$ cat src/design/btal_pkg.sv
// shared types and constants for the binary trie address lookup block
package btal_pkg;

  // node store size and lookup key width
  localparam int unsigned NODE_COUNT   = 65536;
  localparam int unsigned ADDRESS_BITS = 32;
  localparam int unsigned NODE_AW      = (NODE_COUNT > 1) ? $clog2(NODE_COUNT) : 1;
  localparam int unsigned LVL_W        = $clog2(ADDRESS_BITS);
  localparam int unsigned NODE_W       = 64;

  // configuration register reset values
  localparam logic [31:0] SEGMENT_START_RESET = 32'd16776960;
  localparam logic [2:0]  RECORD_BYTES_RESET  = 3'd3;

  // pointer mask for three-byte records
  localparam logic [31:0] PTR_MASK_24 = 32'h00FF_FFFF;

  // apb address width and register indexes
  localparam int unsigned PADDR_W = 3;
  localparam logic REG_SEGMENT_START = 1'b0;
  localparam logic REG_RECORD_BYTES  = 1'b1;

  // input operation codes
  typedef enum logic {
    OP_WRITE  = 1'b0,
    OP_LOOKUP = 1'b1
  } op_e;

  // result status codes
  typedef enum logic [1:0] {
    ST_OK      = 2'd0,
    ST_CORRUPT = 2'd1,
    ST_BEYOND  = 2'd2
  } status_e;

  // walker states
  typedef enum logic [1:0] {
    S_IDLE,
    S_WALK,
    S_HOLD
  } walk_state_e;

  // input beat
  typedef struct packed {
    op_e         operation;
    logic [15:0] node_index;
    logic [31:0] left_child;
    logic [31:0] right_child;
    logic [31:0] ip_address;
  } in_item_t;

  // output beat
  typedef struct packed {
    logic [31:0] record_value;
    status_e     status;
  } out_item_t;

  // configuration register values
  typedef struct packed {
    logic [31:0] segment_start;
    logic [2:0]  record_bytes;
  } cfg_t;

  // node store access request
  typedef struct packed {
    logic               we;
    logic [NODE_AW-1:0] waddr;
    logic [NODE_W-1:0]  wdata;
    logic [NODE_AW-1:0] raddr;
  } mem_req_t;

endpackage

$ cat src/design/btal_cfg.sv
// apb configuration registers for the trie lookup
module btal_cfg import btal_pkg::*; (
  input  logic               clk_i,
  input  logic               rst_ni,
  input  logic               psel,
  input  logic               penable,
  input  logic               pwrite,
  input  logic [PADDR_W-1:0] paddr,
  input  logic [31:0]        pwdata,
  output logic [31:0]        prdata,
  output logic               pready,
  output cfg_t               cfg_o
);

  logic [31:0] seg_q;
  logic [2:0]  rb_q;
  logic        wr_en;
  logic        reg_sel;

  assign pready  = 1'b1;
  assign wr_en   = psel && penable && pwrite;
  assign reg_sel = paddr[2];

  // register writes
  always_ff @(posedge clk_i or negedge rst_ni) begin
    if (!rst_ni) begin
      seg_q <= SEGMENT_START_RESET;
      rb_q  <= RECORD_BYTES_RESET;
    end else if (wr_en) begin
      unique case (reg_sel)
        REG_SEGMENT_START: seg_q <= pwdata;
        REG_RECORD_BYTES:  rb_q  <= pwdata[2:0];
        default:           seg_q <= seg_q;
      endcase
    end
  end

  // read back
  always_comb begin
    unique case (reg_sel)
      REG_SEGMENT_START: prdata = seg_q;
      REG_RECORD_BYTES:  prdata = {29'd0, rb_q};
      default:           prdata = '0;
    endcase
  end

  assign cfg_o.segment_start = seg_q;
  assign cfg_o.record_bytes  = rb_q;

endmodule

$ cat config.mk
export PLATFORM = sky130hd
export DESIGN_NAME = btal_cfg
export DESIGN_NICKNAME = d
export VERILOG_FILES = /design/src/design/btal_pkg.sv /design/src/design/btal_cfg.sv
export SDC_FILE = /design/constraint.sdc
export NUM_CORES = 1
export LEC_CHECK = 0
export ABC_AREA = 1
export BUFFER_PORTS_ARGS = -buffer_cell sky130_fd_sc_hd__buf_4
export CORE_MARGIN = 2
export CORE_UTILIZATION = 30
export CTS_CLUSTER_SIZE = 25
export DETAILED_ROUTE_END_ITERATION = 8
export PLACE_DENSITY = 0.62
export SLEW_MARGIN = 10
export SYNTH_ARGS = -nofsm -noshare
export SYNTH_HDL_FRONTEND = slang
export SYNTH_SLANG_ARGS = --single-unit
$ cat constraint.sdc
create_clock -name clk_i -period 1.14 [get_ports clk_i]
set_clock_uncertainty 0.05 [all_clocks]
set_input_delay 0.228 -clock clk_i [delete_from_list [all_inputs] [get_ports clk_i]]
set_output_delay 0.228 -clock clk_i [all_outputs]
set_load 0.03 [all_outputs]
==> key figures <==
Run status
  • Status: finished with violations
  • Failing checks: setup timing

Drt
  • Routed Antenna Nets: 0
  • First drt pass iteration count: 4
  • Wirelength per Cell: 12.6 um
  • Vias: 1,933
  • DRC Markers: 0
  • Via density: between 4 and 5
  • Initial DRC count: 34
  • DRT Wirelength: ~5500 um

STA
  • RSZ-0062 raised after global routing: true
  • Setup-failing EPs final: 60
  • Worst setup margin: -246 ps
  • Hold slack: about 110 ps
  • Max-slew violations: 0
  • Final Hold Fails: 0
  • Minimum clock period: 1390 ps
  • Period utilization: 1.22
  • Sum Neg Setup Slack: -8860 ps
  • Fmax: 721 MHz

Worst setup path
  • WP data arrival: 1110 ps
  • Crit start category: register
  • CP Max Fanout: 3
  • Cells on worst reg2reg path: 4
  • Critical path type: reg -> out
  • Worst Path Required: 860 ps
  • Crit path capture type: output pin

Logic synthesis
  • Synth top area share: 0.273
  • Post-Synth Adder-Cell Area: 0
  • Synth area leaders: dfstp_2 (27%), dfrtp_1 (25%), nand2_1 (17%)
  • Avg Cell Area, Syn: 7.59 um^2
  • Post-synthesis compound-gate area fraction: 0
  • Main synth FF type: dfstp_2
  • Mux cell area share after synthesis: 0
  • Post-Synthesis Cells: roughly 230
  • Distinct cells, synth: 16
  • EDFF count, synth: 0
  • Post-Syn Area: 0.00173 mm^2
  • Post-synth net total: 268
  • Sequential area share after synthesis: 0.519
  • Synth warnings: 0
  • Top-count cell post-synth: nand2_1
  • FF+latch count, synth: 35
  • Post-synth top area cell: dfstp_2
  • Post-synth top cells: nand2_1 (80), nand3_1 (35), inv_1 (29), nor2_1 (29), dfstp_2 (18)
  • Post-Synth Simple-Gate Area: 0.355
  • Post-Synth XOR/XNOR Area: 0
  • Largest family of logic cells by synthesized area: simple AND/OR/NAND/NOR gates
  • Asr flop ratio synth: 1.00

Die
  • DIE AREA: 0.00639 mm^2
  • Die width: 79.9 um
  • Starting Density: 0.312
  • Die Y: 79.9 um
  • I/O pin count: 108
  • Row count: 27
  • Core area: 0.00554 mm^2

Worst hold path
  • HP Class: in -> reg
  • Hold path cells: 3

Finish
  • Ratio of cells with drive above 1 in the final layout: 0.634
  • Layout area overhead: 100%
  • Total inserted antenna cells: 0
  • Nets: 405

Clocking
  • H-tree depth: 2
  • CTS max path bufs: 2
  • Worst-path clk slew: 70 ps
  • Clock sinks: 35
  • Skew-Pair Late Insertion Delay: about 280 ps
  • Cts bufs inserted: 5
  • Clk root buf: clkbuf_8
  • TritonCTS clock tree: done

Global route
  • Gr usage total: 0.170
  • Met1 Track Usage GR: 0.211
  • Largest net degree at the start of global routing: 36
  • Initial antenna violation count: 0
  • GRT busiest layer: met2
  • First-pass GRT wire length: 8400 um
  • Vias in the first global route: 1,794
  • GRT met3 Usage: 0.0509
  • Grt met2 use: 0.285
  • Grt ovf: 0

Placement
  • RePlAce Congestion: 0.699
  • IO Port Bufs: 104
  • Post-DP HPWL: 3620 um

Power and ir drop
  • Leakage: 1.76 nW
  • Pwr dens: between 1500 and 2000 mW/mm^2
  • Peak supply drop: between 0.7 and 0.8 mV

Job
  • Maxcap violations: 0
-- stage by stage --
step	worst slack [ps]	instances	instance area [um^2]	util	total power, mW
3_5_place_dp	-13.0	402	2840	0.513	3.94
3_3_place_gp	-6.01	402	2840	0.513	3.91
4_1_cts	-244	417	3230	0.582	5.27
6_report	-246	438	3460	0.625	5.55
5_1_grt	-285	438	3460	0.625	5.86
2_1_floorplan	-23.0	228	1940	-	3.11
-- what timing repair did --
item                       4_1_cts  5_1_grt
hold endpoints to repair        17        0
hold buffers                     1        0
pin swaps                       23        9
resized for setup               70       24
setup buffers                    6       21
setup endpoints to repair       66       67
-- cell type report --
class / instances / area (um^2)
timing repair buffer: 144 / 1440
clock buffer: 8 / 100
sequential: 35 / 898
inverter: 31 / 119
tap: 72 / 90.1
multi-input combinational: 148 / 818
fill: 520 / 2080
-- kinds of logic after synthesis --
family,after synthesis
DFF,35
and+or+nand+nor,147
buffers and inverters,45
other,1
-- state kept, by name, indices dropped and copies added (netlist names) --
register,count
rb_q,3
seg_q,32
-- worst max-delay path: stages (launching register included) --
cell and delay [ps]:
dfstp_2 570, inv_2 50, nor2_4 80, buf_6 130
-- metal layers --
layer  part of all wire  wire length, um
met4             0.0096               53
met2               0.51             2830
met3              0.071              389
met5                  0                0
met1               0.41             2230
-- final timing paths --
kind                             from        end  slack, ps
setup / recovery             seg_q[8]  prdata[8]       -250
hold / removal             pwdata[22]  seg_q[22]        110
setup reg to reg            seg_q[18]  seg_q[18]        190
hold reg to reg             seg_q[17]  seg_q[17]        430
max in group asynchronous      rst_ni  seg_q[18]        300
min in group asynchronous      rst_ni  seg_q[24]        390
-- power breakdown --
part           total (mW)  internal (mW)  switching (mW)  leakage, nW
combinational        2.75           1.29            1.46         1.31
sequential           1.83           1.57           0.257        0.402
clock               0.980          0.551           0.428       0.0515
total                5.55           3.41            2.14         1.76
-- cell usage in the layout (no fill, tap or decap) --
| cell | instances |
|---|---|
| nand4_2 | 1 |
| nand2_2 | 5 |
| nor2_2 | 6 |
| inv_1 | 3 |
| clkbuf_1 | 1 |
| buf_6 | 81 |
| nand4_1 | 1 |
| inv_4 | 1 |
| buf_4 | 58 |
| nand2_1 | 75 |
| clkbuf_8 | 7 |
| nand3_1 | 35 |
| conb_1 | 1 |
| dfrtp_1 | 17 |
| nor2_4 | 24 |
| dfstp_2 | 18 |
| dlygate4sd3_1 | 1 |
| inv_2 | 27 |
| buf_12 | 4 |
Note: power is estimated with default switching activity, not from simulation.
