**src/design/btal_pkg.sv**
```systemverilog
// shared types and constants for the binary trie address lookup block
package btal_pkg;

  // node store size and lookup key width
  localparam int unsigned NODE_COUNT   = 65536;
  localparam int unsigned ADDRESS_BITS = 32;
  localparam int unsigned NODE_AW      = (NODE_COUNT > 1) ? $clog2(NODE_COUNT) : 1;
  localparam int unsigned LVL_W        = $clog2(ADDRESS_BITS);
  localparam int unsigned NODE_W       = 64;

  // configuration register reset values
  localparam logic [31:0] SEGMENT_START_RESET = 32'd16776960;
  localparam logic [2:0]  RECORD_BYTES_RESET  = 3'd3;

  // pointer mask for three-byte records
  localparam logic [31:0] PTR_MASK_24 = 32'h00FF_FFFF;

  // apb address width and register indexes
  localparam int unsigned PADDR_W = 3;
  localparam logic REG_SEGMENT_START = 1'b0;
  localparam logic REG_RECORD_BYTES  = 1'b1;

  // input operation codes
  typedef enum logic {
    OP_WRITE  = 1'b0,
    OP_LOOKUP = 1'b1
  } op_e;

  // result status codes
  typedef enum logic [1:0] {
    ST_OK      = 2'd0,
    ST_CORRUPT = 2'd1,
    ST_BEYOND  = 2'd2
  } status_e;

  // walker states
  typedef enum logic [1:0] {
    S_IDLE,
    S_WALK,
    S_HOLD
  } walk_state_e;

  // input beat
  typedef struct packed {
    op_e         operation;
    logic [15:0] node_index;
    logic [31:0] left_child;
    logic [31:0] right_child;
    logic [31:0] ip_address;
  } in_item_t;

  // output beat
  typedef struct packed {
    logic [31:0] record_value;
    status_e     status;
  } out_item_t;

  // configuration register values
  typedef struct packed {
    logic [31:0] segment_start;
    logic [2:0]  record_bytes;
  } cfg_t;

  // node store access request
  typedef struct packed {
    logic               we;
    logic [NODE_AW-1:0] waddr;
    logic [NODE_W-1:0]  wdata;
    logic [NODE_AW-1:0] raddr;
  } mem_req_t;

endpackage

```
**src/design/btal_walk.sv**
```systemverilog
// trie walk sequencer: node writes, level-by-level lookup, output register
module btal_walk import btal_pkg::*; (
  input  logic              clk_i,
  input  logic              rst_ni,
  input  cfg_t              cfg_i,
  input  logic              in_valid_i,
  output logic              in_stall_o,
  input  in_item_t          in_data_i,
  output logic              out_valid_o,
  input  logic              out_stall_i,
  output out_item_t         out_data_o,
  output mem_req_t          mem_req_o,
  input  logic [NODE_W-1:0] mem_rdata_i
);

  localparam logic [32:0] NODE_LIMIT = 33'(NODE_COUNT);

  walk_state_e             state_q, state_d;
  logic [ADDRESS_BITS-1:0] ip_q, ip_d;
  logic [LVL_W-1:0]        lvl_q, lvl_d;
  out_item_t               pend_q, pend_d;
  out_item_t               out_q, out_d;
  logic                    out_valid_q, out_valid_d;

  logic        accept;
  logic        out_free;
  logic [31:0] ptr;
  logic [31:0] ptr_mask;
  logic        done;
  out_item_t   res;

  assign in_stall_o = (state_q != S_IDLE);
  assign accept     = in_valid_i && !in_stall_o;
  assign out_free   = !out_valid_q || !out_stall_i;

  // left child in the upper half of a node, right in the lower half
  assign ptr      = ip_q[ADDRESS_BITS-1] ? mem_rdata_i[31:0] : mem_rdata_i[63:32];
  assign ptr_mask = cfg_i.record_bytes[2] ? 32'hFFFF_FFFF : PTR_MASK_24;

  // next state, node store access and result selection
  always_comb begin
    state_d     = state_q;
    ip_d        = ip_q;
    lvl_d       = lvl_q;
    pend_d      = pend_q;
    out_d       = out_q;
    out_valid_d = out_valid_q && out_stall_i;
    done        = 1'b0;
    res         = '{record_value: 32'd0, status: ST_OK};

    mem_req_o.we    = accept && (in_data_i.operation == OP_WRITE)
                      && (32'(in_data_i.node_index) < NODE_COUNT);
    mem_req_o.waddr = NODE_AW'(in_data_i.node_index);
    mem_req_o.wdata = {in_data_i.left_child & ptr_mask, in_data_i.right_child & ptr_mask};
    mem_req_o.raddr = '0;

    unique case (state_q)
      S_IDLE: begin
        // node 0 is read while idle so a lookup starts with its data ready
        if (accept && (in_data_i.operation == OP_LOOKUP)) begin
          ip_d    = in_data_i.ip_address[ADDRESS_BITS-1:0];
          lvl_d   = LVL_W'(ADDRESS_BITS - 1);
          state_d = S_WALK;
        end
      end
      S_WALK: begin
        mem_req_o.raddr = ptr[NODE_AW-1:0];
        if (ptr >= cfg_i.segment_start) begin
          res  = '{record_value: ptr, status: ST_OK};
          done = 1'b1;
        end else if (lvl_q == '0) begin
          res  = '{record_value: 32'd0, status: ST_CORRUPT};
          done = 1'b1;
        end else if ({1'b0, ptr} >= NODE_LIMIT) begin
          res  = '{record_value: 32'd0, status: ST_BEYOND};
          done = 1'b1;
        end else begin
          lvl_d = lvl_q - LVL_W'(1);
          ip_d  = {ip_q[ADDRESS_BITS-2:0], 1'b0};
        end
        if (done) begin
          if (out_free) begin
            out_d       = res;
            out_valid_d = 1'b1;
            state_d     = S_IDLE;
          end else begin
            pend_d  = res;
            state_d = S_HOLD;
          end
        end
      end
      S_HOLD: begin
        if (out_free) begin
          out_d       = pend_q;
          out_valid_d = 1'b1;
          state_d     = S_IDLE;
        end
      end
      default: state_d = S_IDLE;
    endcase
  end

  // control registers
  always_ff @(posedge clk_i or negedge rst_ni) begin
    if (!rst_ni) begin
      state_q     <= S_IDLE;
      out_valid_q <= 1'b0;
    end else begin
      state_q     <= state_d;
      out_valid_q <= out_valid_d;
    end
  end

  // payload registers
  always_ff @(posedge clk_i) begin
    ip_q   <= ip_d;
    lvl_q  <= lvl_d;
    pend_q <= pend_d;
    out_q  <= out_d;
  end

  assign out_valid_o = out_valid_q;
  assign out_data_o  = out_q;

endmodule
```
**config.mk**
```make
export PLATFORM = sky130hd
export DESIGN_NAME = btal_walk
export DESIGN_NICKNAME = d
export VERILOG_FILES = /design/src/design/btal_pkg.sv /design/src/design/btal_walk.sv
export SDC_FILE = /design/constraint.sdc
export NUM_CORES = 1
export LEC_CHECK = 0
export BUFFER_PORTS_ARGS = -buffer_cell sky130_fd_sc_hd__clkbuf_2
export CAP_MARGIN = 20
export CORE_AREA = 4 4 135 137
export CTS_BUF_LIST = sky130_fd_sc_hd__clkbuf_16
export DETAILED_ROUTE_END_ITERATION = 12
export DIE_AREA = 0 0 139 141
export PLACE_DENSITY = 0.73
export SLEW_MARGIN = 25
export SYNTH_ARGS = -nofsm -noshare
export SYNTH_HDL_FRONTEND = slang
export SYNTH_SLANG_ARGS = --single-unit
```
**constraint.sdc**
```tcl
create_clock -name clk_i -period 4.86 [get_ports clk_i]
set_input_delay 0.486 -clock clk_i [delete_from_list [all_inputs] [get_ports clk_i]]
set_output_delay 0.486 -clock clk_i [all_outputs]
set_load 0.02 [all_outputs]
```
==> results_dict.tcl <==
set metrics [dict create \
    cts_buffers 9 \
    die_x_um 139 \
    crit_cells 11 \
    met3_usage_pct 5.50 \
    total_leakage_power_uw 0.00359 \
    power_switching_uw 1610 \
    syn_inst 601 \
    fin_crit_sh_pct 83.0 \
    initial_utilization_pct 38.4 \
    synth_seq_cells 108 \
    drive_above_1_share_pct 39.4 \
    avgViaCountPerCell 4.73 \
    die_h_um 141 \
    multi_input_area_um2 2500 \
    cap_violations 0 \
    final-hold-violation-count 0 \
    clk_latency_ps 360 \
    period_minus_slack_ps 4030 \
    synth_seq_area_share_pct 49.3 \
    tritoncts "yes" \
    yosysTopAreaCell "edfxtp_1" \
    synth.avg_cell_area_um2 10.9 \
    clk_pin_slew_ps 80 \
    fin_area_um2 7860 \
    slowest_stage "or4_1" \
    synth_nets 853 \
    drt_iter0_drc 177 \
    reg2regPathDepth 11 \
    grt.busiest_layer "met2" \
    dp_hpwl_mm 11.6 \
    ys_warn_count 0 \
    max_stage_delay_ps 430 \
    critPathBufInv 3 \
    skew_ps 11.3 \
    drc 0 \
    synth_edf_count 105 \
    cts_setup_buffers 0 \
    clk_path_buf_depth 2 \
    ys_top_cells_by_area "edfxtp_1 48%, buf_4 7.3%, ha_1 6.9%" \
    synthDistinctLibCells 42 \
    antenna_found_initial 0 \
    vdd_ir_drop_max_mv 0.262 \
    rsz0062_at_grt "false" \
    cts_htree_levels 3 \
    globalRouteOverflowTotal 0 \
    grtUsageTotal_pct 15.7 \
    hold_path_depth 2 \
    vias 4703 \
    synth_top_cells_by_count "105 x edfxtp_1, 68 x inv_1, 64 x buf_4" \
    cts-root-buf "clkbuf_16" \
    clkPwrFrac_pct 17.3 \
    wl_per_cell_um 15.4 \
    dieArea_um2 19600 \
    total_power_uw 4150 \
    area_growth_pct 20.0 \
    cts.sinks 108 \
    path_cells "buf_12 > mux2i_1 > inv_1 > ha_1 > nand4_1 > or3_1 > or4_1 > a31oi_2 > o21ai_0 > nor2_4 > buf_4" \
    tns_ps 0 \
    synthFlopType "edfxtp_1" \
    synth.top_cell.area_share_pct 48.1 \
    port-buffer-count 218 \
    antenna_cells 0 \
    status "completed" \
    nNetsFinal 1017 \
    rows 48 \
    combPwrFrac_pct 43.9 \
    register_area_um2 3230 \
    dp_cells 977 \
    tightestPinTransition_ps 819 \
    min_path_type "primary input to register" \
    ioPinCount 349 \
    whs_ps 428 \
    crit_required_ps 4860 \
    p_int_uw 2540 \
    final_cell_count_no_fill 995 \
    setup_violations 0 \
    fillers 1592 \
    first_pass_iters 4 \
    gp_congestion 0.874 \
    arrival_ps 4030 \
    antenna_left 0 \
    crit_fanout 34 \
    grt_first_pass_wirelength_mm 24.4 \
    use_met1_pct 19.3 \
    maxSlewHeadroom_pct 45.4 \
    critPathKind "register to register" \
    coreArea_um2 17100 \
    slew_viol_final 0 \
    start_kind "register" \
    dpl_cell_area_um2 7530 \
    power_frac_seq_pct 38.8 \
    wl_mm 15.3 \
    synth_area_um2 6550 \
    end_kind "register" \
    use_met2_pct 25.7 \
    powerDensity_nw_per_um2 529 \
    clock.fmax_mhz 248 \
    grt_pass1_vias 4813 \
    swShare_pct 38.9 \
    yosysMostFrequentCell "edfxtp_1" \
    async_reset_ff_share_pct 2.78 \
    crit_family "simple AND/OR/NAND/NOR gates" \
    grt_max_degree 72 \
]
per-stage QoR:
| step | util (%) | setup slack [ps] |
|---|---|---|
| final | 46.1 | 827 |
| after global routing | 46.1 | 533 |
| after CTS | 45.9 | 554 |
| after detailed placement | 44.2 | 580 |
| after global placement | 44.2 | 599 |
| after floorplan | - | 20.9 |
worst register-to-register path, cell delays in order (launching register included):
cell      delay (ps)
edfxtp_1         400
buf_12           260
mux2i_1          430
inv_1             80
ha_1             290
nand4_1          150
or3_1            390
or4_1            430
a31oi_2          350
o21ai_0          310
nor2_4           160
buf_4            420
state kept, by name (all words and copies together), names as in the netlist:
register	cells
out_valid_o	1
ip_q	32
pend_q	34
out_data_o	34
lvl_q	5
state_q	2
routing by layer:
| layer | part of all wire (%) | vias to the layer above |
|---|---|---|
| met5 | 0 | - |
| met4 | 2.4 | 0 |
| met3 | 8.1 | 31 |
| met2 | 47 | 199 |
| met1 | 43 | 2123 |
| li1 | - | 2350 |
timing repair:
item	CTS	global route
hold endpoints to repair	3	0
hold buffers	1	0
resized for setup	0	0
cells by family (layout without fill, tap and decap cells):
| family | Yosys count | count (layout) | share of synthesized area, % |
|---|---|---|---|
| compound gates | 70 | 70 | 8.98 |
| fa+ha+maj | 36 | 36 | 6.88 |
| buf+inv | 158 | 327 | 13.1 |
| flops | 108 | 108 | 49.3 |
| mux | 64 | 64 | 10.4 |
| xor+xnor | 2 | 2 | 0.267 |
| simple gates | 163 | 163 | 11.1 |
power groups by stage:
| stage | clock network, µW | registers [µW] | logic (µW) |
|---|---|---|---|
| floorplan | 0 | 1830 | 1110 |
| global placement | 0 | 1630 | 1810 |
| detailed placement | 0 | 1640 | 1840 |
| CTS | 741 | 1620 | 1840 |
| global route | 781 | 1640 | 2000 |
| finish | 719 | 1610 | 1820 |
layout by cell type, fill, tap and decap left out, types with 2 or more instances in the layout:
cell type	count
buf_4	21
a211oi_1	2
and2_1	17
nand2_1	52
o21a_1	3
mux2_2	31
clkbuf_16	9
a22oi_1	2
nor4_1	5
a21o_1	2
nand4_1	8
o31ai_1	26
ha_1	35
mux2i_1	33
nor2_4	3
nor3_1	6
nor2_1	61
o21ai_0	7
clkbuf_2	218
a21oi_1	15
inv_1	68
o31ai_4	8
nand3_1	3
edfxtp_1	105
xnor2_1	2
clkinv_2	2
dfrtp_1	3
final timing paths:
path / startpoint / endpoint / slack [ps]
max in group asynchronous: rst_ni / out_valid_o / 4300
min in group asynchronous: rst_ni / state_q[1] / 460
max reg2reg: ip_q[31] / out_data_o[24] / 830
min reg2reg: pend_q[7] / out_data_o[7] / 510
max: ip_q[31] / out_data_o[24] / 830
min: in_data_i[0] / ip_q[0] / 430
layout make-up:
cell class / count / area share [%]
clock buffers: 9 / 2.87
clock inverters: 7 / 0.796
inverters: 69 / 3.30
multi-input cells: 335 / 31.8
flip-flops and latches: 108 / 41.1
well taps: 225 / 3.58
repair buffers: 242 / 16.6
No activity file was read; power rests on OpenSTA's default activity.
